<file path="src/hdl/adaptive_tick_timer_wheel_unit_assert.svh">
// Assertion helpers used by the timer wheel core.
`ifndef ADAPTIVE_TICK_TIMER_WHEEL_UNIT_ASSERT_SVH
`define ADAPTIVE_TICK_TIMER_WHEEL_UNIT_ASSERT_SVH

// The consequent must hold in the same cycle as the antecedent.
`define ATW_ASSERT_NOW(label, clk, rst_n, ante, cons, msg) \
    label: assert property (@(posedge clk) disable iff (!rst_n) (ante) |-> (cons)) \
        else $error(msg);

// The consequent must hold in the cycle after the antecedent.
`define ATW_ASSERT_NEXT(label, clk, rst_n, ante, cons, msg) \
    label: assert property (@(posedge clk) disable iff (!rst_n) (ante) |=> (cons)) \
        else $error(msg);

`endif

</file>
<file path="src/hdl/atw_pkg.sv">
`default_nettype none

package atw_pkg;

    localparam int MAX_SLOT_BITS_DEF = 8;

    localparam int SLOT_INDEX_W = 8;
    localparam int MS_W = 32;
    localparam int LOG2_W = 4;
    localparam int INTERVAL_W = 14;
    localparam int RELOAD_W = 15;
    localparam int CFG_INDEX_W = 2;
    localparam int CFG_DATA_W = 32;

    localparam logic [MS_W-1:0] SLOT_LENGTH_RESET = 32'd1;
    localparam logic [LOG2_W-1:0] SLOT_COUNT_LOG2_RESET = 4'd3;

    localparam logic [INTERVAL_W-1:0] INTERVAL_10S = 14'd10000;
    localparam logic [INTERVAL_W-1:0] INTERVAL_1S = 14'd1000;
    localparam logic [INTERVAL_W-1:0] INTERVAL_100MS = 14'd100;
    localparam logic [INTERVAL_W-1:0] INTERVAL_10MS = 14'd10;

    typedef enum logic [1:0] {
        OP_UPDATE = 2'd0,
        OP_EXPIRY = 2'd1,
        OP_ADD    = 2'd2
    } op_t;

    typedef enum logic [1:0] {
        PH_INIT    = 2'd0,
        PH_WAITING = 2'd1,
        PH_EXPIRED = 2'd2
    } phase_t;

    typedef enum logic [CFG_INDEX_W-1:0] {
        CFG_SLOT_LENGTH     = 2'd0,
        CFG_SLOT_COUNT_LOG2 = 2'd1,
        CFG_WHEEL_SHUT      = 2'd2
    } cfg_index_t;

    typedef struct packed {
        logic [MS_W-1:0]   slot_length_ms;
        logic [LOG2_W-1:0] slot_count_log2;
        logic              wheel_shut;
    } cfg_t;

    typedef struct packed {
        logic [1:0]      operation;
        logic [MS_W-1:0] add_ms;
    } item_t;

    typedef struct packed {
        logic [SLOT_INDEX_W-1:0] slot_index;
        logic [MS_W-1:0]         remaining_ms;
        logic                    init_request;
        logic                    reload_valid;
        logic [INTERVAL_W-1:0]   tick_span_ms;
        logic [RELOAD_W-1:0]     period_reload;
        logic [1:0]              phase_out;
    } result_t;

endpackage

`default_nettype wire

</file>
<file path="src/hdl/atw_item_if.sv">
`default_nettype none

interface atw_item_if;
    logic        valid;
    logic        ready;
    logic [1:0]  operation;
    logic [31:0] add_ms;

    modport source (output valid, output operation, output add_ms, input ready);
    modport sink (input valid, input operation, input add_ms, output ready);
endinterface

`default_nettype wire

</file>
<file path="src/hdl/atw_result_if.sv">
`default_nettype none

interface atw_result_if;
    logic        valid;
    logic        ready;
    logic [7:0]  slot_index;
    logic [31:0] remaining_ms;
    logic        init_request;
    logic        reload_valid;
    logic [13:0] tick_span_ms;
    logic [14:0] period_reload;
    logic [1:0]  phase_out;

    modport source (
        output valid, output slot_index, output remaining_ms, output init_request,
        output reload_valid, output tick_span_ms, output period_reload, output phase_out,
        input ready
    );
    modport sink (
        input valid, input slot_index, input remaining_ms, input init_request,
        input reload_valid, input tick_span_ms, input period_reload, input phase_out,
        output ready
    );
endinterface

`default_nettype wire

</file>
<file path="src/hdl/atw_cfg_if.sv">
`default_nettype none

interface atw_cfg_if;
    logic        valid;
    logic        ready;
    logic [1:0]  index;
    logic [31:0] data;

    modport source (output valid, output index, output data, input ready);
    modport sink (input valid, input index, input data, output ready);
endinterface

`default_nettype wire

</file>
<file path="src/hdl/adaptive_tick_timer_wheel_unit.sv">
// An input item is registered in the input stage and then in the result register that drives the result.
// Throughput: one item per cycle while the result side is ready; the input and result registers each hold one item.
// The wheel state updates at the edge that loads the result, so the next item sees it at once.
// Reset clears the phase to init, the slot remainder, position and last interval to zero,
// and loads the registers with slot length 1, slot count log2 3 and the wheel open.
`default_nettype none

module adaptive_tick_timer_wheel_unit #(
    parameter int MAX_SLOT_BITS = atw_pkg::MAX_SLOT_BITS_DEF
) (
    input  wire logic    clk,
    input  wire logic    rst_n,
    atw_item_if.sink     item,
    atw_result_if.source result,
    atw_cfg_if.sink      cfg
);
    import atw_pkg::*;

    cfg_t  cfg_words;
    item_t stage_item;
    logic  stage_valid;
    logic  take;

    atw_cfg_regs u_cfg_regs (
        .clk     (clk),
        .rst_n   (rst_n),
        .cfg     (cfg),
        .cfg_out (cfg_words)
    );

    atw_in_stage u_in_stage (
        .clk         (clk),
        .rst_n       (rst_n),
        .item        (item),
        .take        (take),
        .stage_valid (stage_valid),
        .stage_item  (stage_item)
    );

    atw_core #(
        .MAX_SLOT_BITS (MAX_SLOT_BITS)
    ) u_core (
        .clk         (clk),
        .rst_n       (rst_n),
        .stage_valid (stage_valid),
        .stage_item  (stage_item),
        .cfg_in      (cfg_words),
        .take        (take),
        .result      (result)
    );

endmodule

`default_nettype wire

</file>
<file path="src/hdl/atw_cfg_regs.sv">
`default_nettype none

module atw_cfg_regs (
    input  wire logic  clk,
    input  wire logic  rst_n,
    atw_cfg_if.sink    cfg,
    output atw_pkg::cfg_t cfg_out
);
    import atw_pkg::*;

    logic [MS_W-1:0]   slot_length_reg;
    logic [LOG2_W-1:0] slot_count_log2_reg;
    logic              wheel_shut_reg;
    logic              write_en;

    assign cfg.ready = 1'b1;
    assign write_en = cfg.valid && cfg.ready;

    always_ff @(posedge clk or negedge rst_n)
    begin
        if (!rst_n)
        begin
            slot_length_reg     <= SLOT_LENGTH_RESET;
            slot_count_log2_reg <= SLOT_COUNT_LOG2_RESET;
            wheel_shut_reg      <= 1'b0;
        end
        else if (write_en)
        begin
            case (cfg_index_t'(cfg.index))
                CFG_SLOT_LENGTH:     slot_length_reg <= cfg.data;
                CFG_SLOT_COUNT_LOG2: slot_count_log2_reg <= cfg.data[LOG2_W-1:0];
                CFG_WHEEL_SHUT:      wheel_shut_reg <= cfg.data[0];
                default:             ;
            endcase
        end
    end

    assign cfg_out.slot_length_ms  = slot_length_reg;
    assign cfg_out.slot_count_log2 = slot_count_log2_reg;
    assign cfg_out.wheel_shut      = wheel_shut_reg;

endmodule

`default_nettype wire

</file>
<file path="src/hdl/atw_in_stage.sv">
`default_nettype none

module atw_in_stage (
    input  wire logic clk,
    input  wire logic rst_n,
    atw_item_if.sink  item,
    input  wire logic take,
    output logic      stage_valid,
    output atw_pkg::item_t stage_item
);
    import atw_pkg::*;

    logic  valid_reg;
    logic  valid_next;
    item_t item_reg;
    logic  load;

    assign item.ready = !valid_reg || take;
    assign load = item.valid && item.ready;
    assign valid_next = load || (valid_reg && !take);

    always_ff @(posedge clk or negedge rst_n)
    begin
        if (!rst_n)
        begin
            valid_reg <= 1'b0;
        end
        else
        begin
            valid_reg <= valid_next;
        end
    end

    always_ff @(posedge clk)
    begin
        if (load)
        begin
            item_reg.operation <= item.operation;
            item_reg.add_ms    <= item.add_ms;
        end
    end

    assign stage_valid = valid_reg;
    assign stage_item = item_reg;

endmodule

`default_nettype wire

</file>
<file path="src/hdl/atw_core.sv">
`default_nettype none
`include "adaptive_tick_timer_wheel_unit_assert.svh"

module atw_core #(
    parameter int MAX_SLOT_BITS = atw_pkg::MAX_SLOT_BITS_DEF
) (
    input  wire logic clk,
    input  wire logic rst_n,
    input  wire logic stage_valid,
    input  wire atw_pkg::item_t stage_item,
    input  wire atw_pkg::cfg_t cfg_in,
    output logic      take,
    atw_result_if.source result
);
    import atw_pkg::*;

    localparam int BITS_W = $clog2(MAX_SLOT_BITS + 1);

    phase_t                   phase_reg;
    phase_t                   phase_next;
    logic [MS_W-1:0]          remaining_reg;
    logic [MS_W-1:0]          remaining_next;
    logic [MAX_SLOT_BITS-1:0] position_reg;
    logic [MAX_SLOT_BITS-1:0] position_next;
    logic [INTERVAL_W-1:0]    last_interval_reg;
    logic [INTERVAL_W-1:0]    last_interval_next;
    logic                     res_valid_reg;
    logic                     res_valid_next;
    result_t                  res_reg;
    result_t                  res_next;

    logic                     do_update;
    logic                     from_init;
    logic                     do_add;
    logic [MS_W-1:0]          rem_consumed;
    logic [MS_W-1:0]          rem_refilled;
    logic                     refill;
    logic [INTERVAL_W-1:0]    interval;
    logic [RELOAD_W-1:0]      reload;
    logic [MS_W:0]            add_sum;
    logic [BITS_W-1:0]        eff_bits;
    logic [MAX_SLOT_BITS-1:0] slot_mask;
    logic [MAX_SLOT_BITS-1:0] position_inc;

    assign take = stage_valid && (!res_valid_reg || result.ready);

    assign from_init = (phase_reg == PH_INIT);
    assign do_update = take && (op_t'(stage_item.operation) == OP_UPDATE)
                       && (phase_reg == PH_INIT || phase_reg == PH_EXPIRED);
    assign do_add = take && (op_t'(stage_item.operation) == OP_ADD) && !cfg_in.wheel_shut
                    && (stage_item.add_ms != '0) && (cfg_in.slot_length_ms != '0);

    // The slot index wraps at the configured count, limited to the position width.
    always_comb
    begin
        if ({1'b0, cfg_in.slot_count_log2} > (LOG2_W + 1)'(MAX_SLOT_BITS))
        begin
            eff_bits = BITS_W'(MAX_SLOT_BITS);
        end
        else
        begin
            eff_bits = BITS_W'(cfg_in.slot_count_log2);
        end
        for (int i = 0; i < MAX_SLOT_BITS; i++)
        begin
            slot_mask[i] = (BITS_W'(i) < eff_bits);
        end
    end

    assign position_inc = (position_reg + MAX_SLOT_BITS'(1)) & slot_mask;

    always_comb
    begin
        if (from_init)
        begin
            rem_consumed = remaining_reg;
        end
        else if (remaining_reg >= MS_W'(last_interval_reg))
        begin
            rem_consumed = remaining_reg - MS_W'(last_interval_reg);
        end
        else
        begin
            rem_consumed = '0;
        end
        refill = (rem_consumed == '0);
        rem_refilled = refill ? cfg_in.slot_length_ms : rem_consumed;

        if (rem_refilled >= MS_W'(INTERVAL_10S))
        begin
            interval = INTERVAL_10S;
        end
        else if (rem_refilled >= MS_W'(INTERVAL_1S))
        begin
            interval = INTERVAL_1S;
        end
        else if (rem_refilled >= MS_W'(INTERVAL_100MS))
        begin
            interval = INTERVAL_100MS;
        end
        else if (rem_refilled >= MS_W'(INTERVAL_10MS))
        begin
            interval = INTERVAL_10MS;
        end
        else
        begin
            interval = rem_refilled[INTERVAL_W-1:0];
        end
        reload = (interval == '0) ? '0 : ({interval, 1'b0} - RELOAD_W'(1));
    end

    assign add_sum = {1'b0, remaining_reg} + {1'b0, stage_item.add_ms};

    // Phase transitions.
    always_comb
    begin
        phase_next = phase_reg;
        if (take)
        begin
            case (op_t'(stage_item.operation))
                OP_UPDATE:
                begin
                    if (do_update)
                    begin
                        phase_next = PH_WAITING;
                    end
                end
                OP_EXPIRY: phase_next = PH_EXPIRED;
                default:   phase_next = phase_reg;
            endcase
        end
    end

    // Wheel state and the result word.
    always_comb
    begin
        remaining_next     = remaining_reg;
        position_next      = position_reg;
        last_interval_next = last_interval_reg;
        if (do_update)
        begin
            remaining_next     = rem_refilled;
            last_interval_next = interval;
            if (refill && !from_init)
            begin
                position_next = position_inc;
            end
        end
        else if (do_add)
        begin
            if (add_sum >= {1'b0, cfg_in.slot_length_ms})
            begin
                position_next  = position_inc;
                remaining_next = '0;
            end
            else
            begin
                remaining_next = add_sum[MS_W-1:0];
            end
        end

        res_next.slot_index    = SLOT_INDEX_W'(position_next);
        res_next.remaining_ms  = remaining_next;
        res_next.init_request  = do_update && from_init;
        res_next.reload_valid  = do_update;
        res_next.tick_span_ms  = do_update ? interval : '0;
        res_next.period_reload = do_update ? reload : '0;
        res_next.phase_out     = phase_next;

        res_valid_next = take || (res_valid_reg && !result.ready);
    end

    always_ff @(posedge clk or negedge rst_n)
    begin
        if (!rst_n)
        begin
            phase_reg         <= PH_INIT;
            remaining_reg     <= '0;
            position_reg      <= '0;
            last_interval_reg <= '0;
            res_valid_reg     <= 1'b0;
        end
        else
        begin
            phase_reg         <= phase_next;
            remaining_reg     <= remaining_next;
            position_reg      <= position_next;
            last_interval_reg <= last_interval_next;
            res_valid_reg     <= res_valid_next;
        end
    end

    always_ff @(posedge clk)
    begin
        if (take)
        begin
            res_reg <= res_next;
        end
    end

    assign result.valid         = res_valid_reg;
    assign result.slot_index    = res_reg.slot_index;
    assign result.remaining_ms  = res_reg.remaining_ms;
    assign result.init_request  = res_reg.init_request;
    assign result.reload_valid  = res_reg.reload_valid;
    assign result.tick_span_ms  = res_reg.tick_span_ms;
    assign result.period_reload = res_reg.period_reload;
    assign result.phase_out     = res_reg.phase_out;

    `ATW_ASSERT_NEXT(a_update_to_waiting, clk, rst_n, do_update,
        phase_reg == PH_WAITING && res_valid_reg && res_reg.reload_valid,
        "An update did not leave the wheel waiting with a reload.")
    `ATW_ASSERT_NEXT(a_expiry_marks_expired, clk, rst_n,
        take && op_t'(stage_item.operation) == OP_EXPIRY,
        phase_reg == PH_EXPIRED && !res_reg.reload_valid,
        "An expiry did not mark the phase expired.")
    `ATW_ASSERT_NOW(a_reload_matches_interval, clk, rst_n,
        res_valid_reg && res_reg.tick_span_ms != '0,
        (res_reg.period_reload + RELOAD_W'(1)) == (RELOAD_W'(res_reg.tick_span_ms) << 1),
        "The reload value does not match the interval.")
    `ATW_ASSERT_NOW(a_take_needs_room, clk, rst_n, take,
        stage_valid && (!res_valid_reg || result.ready),
        "An item moved into an occupied result register.")

endmodule

`default_nettype wire

</file>
<file path="src/flat_wrapper.sv">
// flat-port wrapper written by rule: the top's interface ports become plain ports
module adaptive_tick_timer_wheel_unit_flat import atw_pkg::*;
#(
    parameter int MAX_SLOT_BITS = atw_pkg::MAX_SLOT_BITS_DEF
)
  (clk, rst_n, item_valid, item_operation, item_add_ms, item_ready, result_valid, result_slot_index, result_remaining_ms, result_init_request, result_reload_valid, result_tick_span_ms, result_period_reload, result_phase_out, result_ready, cfg_valid, cfg_index, cfg_data, cfg_ready);
  atw_item_if item_i ();
  atw_result_if result_i ();
  atw_cfg_if cfg_i ();
  input  wire logic clk;
  input  wire logic rst_n;
  input wire logic [$bits(item_i.valid)-1:0] item_valid;
  input wire logic [$bits(item_i.operation)-1:0] item_operation;
  input wire logic [$bits(item_i.add_ms)-1:0] item_add_ms;
  output wire logic [$bits(item_i.ready)-1:0] item_ready;
  output wire logic [$bits(result_i.valid)-1:0] result_valid;
  output wire logic [$bits(result_i.slot_index)-1:0] result_slot_index;
  output wire logic [$bits(result_i.remaining_ms)-1:0] result_remaining_ms;
  output wire logic [$bits(result_i.init_request)-1:0] result_init_request;
  output wire logic [$bits(result_i.reload_valid)-1:0] result_reload_valid;
  output wire logic [$bits(result_i.tick_span_ms)-1:0] result_tick_span_ms;
  output wire logic [$bits(result_i.period_reload)-1:0] result_period_reload;
  output wire logic [$bits(result_i.phase_out)-1:0] result_phase_out;
  input wire logic [$bits(result_i.ready)-1:0] result_ready;
  input wire logic [$bits(cfg_i.valid)-1:0] cfg_valid;
  input wire logic [$bits(cfg_i.index)-1:0] cfg_index;
  input wire logic [$bits(cfg_i.data)-1:0] cfg_data;
  output wire logic [$bits(cfg_i.ready)-1:0] cfg_ready;
  assign item_i.valid = item_valid;
  assign item_i.operation = item_operation;
  assign item_i.add_ms = item_add_ms;
  assign item_ready = item_i.ready;
  assign result_valid = result_i.valid;
  assign result_slot_index = result_i.slot_index;
  assign result_remaining_ms = result_i.remaining_ms;
  assign result_init_request = result_i.init_request;
  assign result_reload_valid = result_i.reload_valid;
  assign result_tick_span_ms = result_i.tick_span_ms;
  assign result_period_reload = result_i.period_reload;
  assign result_phase_out = result_i.phase_out;
  assign result_i.ready = result_ready;
  assign cfg_i.valid = cfg_valid;
  assign cfg_i.index = cfg_index;
  assign cfg_i.data = cfg_data;
  assign cfg_ready = cfg_i.ready;
  adaptive_tick_timer_wheel_unit #(.MAX_SLOT_BITS(MAX_SLOT_BITS)) u_core (.clk(clk), .rst_n(rst_n), .item(item_i), .result(result_i), .cfg(cfg_i));
endmodule
</file>
<file path="config.mk">
export PLATFORM = sky130hd
export DESIGN_NAME = adaptive_tick_timer_wheel_unit_flat
export DESIGN_NICKNAME = d
export VERILOG_FILES = /design/src/hdl/atw_pkg.sv /design/src/hdl/atw_item_if.sv /design/src/hdl/atw_result_if.sv /design/src/hdl/atw_cfg_if.sv /design/src/hdl/adaptive_tick_timer_wheel_unit.sv /design/src/hdl/atw_cfg_regs.sv /design/src/hdl/atw_in_stage.sv /design/src/hdl/atw_core.sv /design/src/flat_wrapper.sv
export VERILOG_INCLUDE_DIRS = /design/src /design/src/hdl
export SDC_FILE = /design/constraint.sdc
export NUM_CORES = 1
export LEC_CHECK = 0
export ABC_AREA = 1
export BUFFER_PORTS_ARGS = -buffer_cell sky130_fd_sc_hd__buf_2
export CELL_PAD_IN_SITES_DETAIL_PLACEMENT = 1
export CELL_PAD_IN_SITES_GLOBAL_PLACEMENT = 2
export CORE_MARGIN = 4
export CORE_UTILIZATION = 38
export DETAILED_ROUTE_END_ITERATION = 7
export GPL_TIMING_DRIVEN = 0
export PLACE_DENSITY_LB_ADDON = 0.05
export SYNTH_ARGS = -nofsm -noshare
export SYNTH_HDL_FRONTEND = slang
export SYNTH_SLANG_ARGS = --single-unit
</file>
<file path="constraint.sdc">
create_clock -name clk -period 9.2 [get_ports clk]
set_input_delay 1.84 -clock clk [delete_from_list [all_inputs] [get_ports clk]]
set_output_delay 1.84 -clock clk [all_outputs]
set_load 0.1 [all_outputs]
</file>
==> qor.txt <==
Slew headroom = 42.91%
sequential element share of the synthesized area = 42.76%
commonest cells after routing, fill and taps aside = nand2_1, inv_1, nor2_1
Crit Path Max Fanout = 10
die area = 0.03746 mm²
clock insertion delay at the later pin of the skew report = 0.55 ns
RSZ-0062 raised after global routing = false
global-route wire length before repair = 72,040 µm
status = finished, final reports clean
post-synthesis async set-or-reset flop share = 47.03%
post-CTS setup buffer count = 0
compound-cell area share of the yosys netlist = 12.12%
WL/cell = 20.25 µm
fin crit period = 6.845 ns
drt total wl = 46,420 µm
commonest non-fill, non-tap cell in the layout = nand2_1
Reg-to-Reg Start = u_core.u_core.remaining_reg[0]$_DFF_PN0_
CTS Hold Bufs = 0
die height = 193.5 µm
setup TNS = 0 ns
max capacitance violation total = 0
Crit-path slowest cell = nor2_1
via count = 11,980
Synth Instances = 1,645
adder-cell area share of the yosys netlist = 7.957%
Main synth FF type = edfxtp_1
period utilization = 74.40%
core area = 0.03378 mm²
number of synthesized register bits = 202
CTS sink cnt = 202
Leak = 7.470 nW
FMAX = 146.1 MHz
CP peak stage delay = 0.58 ns
DRC violations left = 0
Detailed Route Iter0 Violations = 652
multiplexer fraction of the synthesized cell area = 0%
critical path data arrival time = 7.15 ns
Core Util, Final = 45.40%
Post-CTS Resized = 0
Cell variety after synth = 53
Die X = 193.5 µm
CTS tree = yes
Fin. Hold Viols = 0
Clock Tree Root = clkbuf_16
GR Util All Layers = 24.28%
vias in the first global route = 12,430
synth-to-layout area growth = 17.24%
largest family of logic cells by synthesized area = simple AND/OR/NAND/NOR gates
Synth Area per Inst = 7.953 µm²
Antenna Nets Post-Route = 0
CTS max path bufs = 3
final net count = 1,979
initial antenna violation count = 1
post-DR vias/cell = 5.228
Crit path required time = 9.50 ns
Worst Setup End Kind = register
Synth Area in XOR/XNOR = 2.410%
Synth Area in Simple Gates = 26.53%
Worst Tran Pin Value = 0.8532 ns
first drt pass iteration count = 5
# diodes = 0
Critical path origin = u_core.u_core.remaining_reg[0]$_DFF_PN0_
Final setup viols = 0
Mapped Area = 0.01308 mm²
Post-synth EDFFs = 107
clock skew = 0.01223 ns
Top-Level Pins = 149
Slew Limit Fails = 0
TritonCTS buffer count = 26
crit start category = register
Most Frequent Cell on Critical Path = nand2_1
share of cells above drive strength 1 = 15.29%
IO buf count = 147
DP HPWL = 37,830 µm
GR Overflow Total = 0
H-tree depth = 1
Cell Pwr Density = 381.2 mW/mm²
GP Congestion = 0.9017
Min-Delay Path Class = reg -> reg
largest net degree at the start of global routing = 57
Ys Warns = 0
# rows = 67
Initial Utilization = 38.72%
Max IR drop VDD = 0.1663 mV
HP Start = u_core.u_core.last_interval_reg[0]$_DFFE_PN0P_
CP Class = reg -> reg
max reg flops = 34
CTS clk-pin slew, worst paths = 0.06 ns
==> kinds of logic (layout without fill, tap and decap cells) <==
logic type | count (synthesis) | after routing
AND/OR/NAND/NOR | 782 | 782
other | 2 | 4
adder cells (fa/ha/maj) | 82 | 82
AO/OA/AOI/OAI | 273 | 273
XOR/XNOR | 36 | 36
flip-flops | 202 | 202
buffers and inverters | 268 | 465
==> through the flow <==
step	setup slack [ns]	cells	total power [mW]	hold WS [ns]	instance area, µm²
2_1_floorplan	4.509	1647	3.794	0.4543	13090
5_1_grt	1.842	2292	6.331	0.5283	15340
3_5_place_dp	2.403	2244	4.767	0.4879	14450
4_1_cts	2.385	2292	5.854	0.5036	15340
6_report	2.355	2292	5.847	0.4963	15340
3_3_place_gp	2.432	2242	4.692	0.4703	14390
==> power by group <==
group	leakage [nW]	total [mW]	internal (mW)	switching, mW
clock	0.437	1.05	0.647	0.405
sequential	2.16	1.44	1.19	0.249
combinational	4.87	3.35	0.959	2.40
total	7.47	5.85	2.80	3.05
==> routing by layer <==
layer  GRT usage [%]  vias up  part of all wire [%]
li1                -     5863                     -
met1           36.74     5821                    49
met2           38.20      245                    44
met3           2.400       52                   4.5
met4           4.642        2                   1.7
met5               0        -                 0.028
==> synthesized netlist by cell type (3+ instances only) <==
master | number | area share [%]
xnor2_1 | 11 | 0.74
a21oi_2 | 3 | 0.20
inv_2 | 14 | 0.40
o211ai_1 | 3 | 0.17
nor3_1 | 24 | 0.92
nor2_1 | 167 | 4.8
a21oi_1 | 135 | 5.2
edfxtp_1 | 107 | 25
clkbuf_1 | 24 | 0.69
ha_1 | 80 | 7.7
buf_4 | 4 | 0.23
dfrtp_1 | 92 | 18
nand2_1 | 368 | 11
nand3b_1 | 4 | 0.23
nand2_4 | 4 | 0.34
nor2_2 | 17 | 0.81
o21ai_1 | 4 | 0.15
a211oi_1 | 5 | 0.29
nand3_2 | 7 | 0.54
o21a_1 | 3 | 0.17
nand3_1 | 119 | 4.6
a31oi_1 | 3 | 0.14
inv_1 | 215 | 6.2
o21bai_1 | 6 | 0.34
nand2_2 | 15 | 0.72
buf_6 | 6 | 0.52
dfstp_2 | 3 | 0.60
o21ai_0 | 60 | 2.3
xor2_1 | 25 | 1.7
nor2_4 | 6 | 0.52
nand4_1 | 34 | 1.6
a22oi_2 | 3 | 0.29
nor4_1 | 12 | 0.57
a22oi_1 | 33 | 1.9
==> final cells by class <==
class,instances,area (µm²)
Inverter,230,865.8
Tap cell,448,560.5
Clock buffer,38,788.3
Multi-Input combinational cell,1177,6427
Clock inverter,10,103.9
Timing Repair Buffer,149,793.3
Buffer,38,205.2
Fill cell,4188,18450
Sequential cell,202,5594
==> worst paths after layout <==
check / endpoint / slack [ns] / cells past startpoint
max in group asynchronous: u_core.u_core.remaining_reg[24]$_DFF_PN0_ / 7.15 / 2
setup / recovery: u_core.u_core.result.remaining_ms[13]$_DFFE_PP_ / 2.35 / 30
hold reg to reg: u_core.u_core.last_interval_reg[0]$_DFFE_PN0P_ / 0.50 / 2
min in group asynchronous: u_core.u_cfg_regs.slot_length_reg[28]$_DFFE_PN0P_ / 1.31 / 1
setup reg to reg: u_core.u_core.result.remaining_ms[13]$_DFFE_PP_ / 2.35 / 30
hold / removal: u_core.u_core.last_interval_reg[0]$_DFFE_PN0P_ / 0.50 / 2
==> worst max-delay path: cells and delay by family, from the launching register on <==
family / cells / cell delay (ns)
buffers and inverters: 2 / 0.47
AOI/OAI and AO/OA: 11 / 2.31
adders and majority gates: 3 / 0.97
DFF: 1 / 0.45
xor gates and xnor gates: 1 / 0.37
and+or+nand+nor: 13 / 2.00
Power figures use the tool's default switching activity.
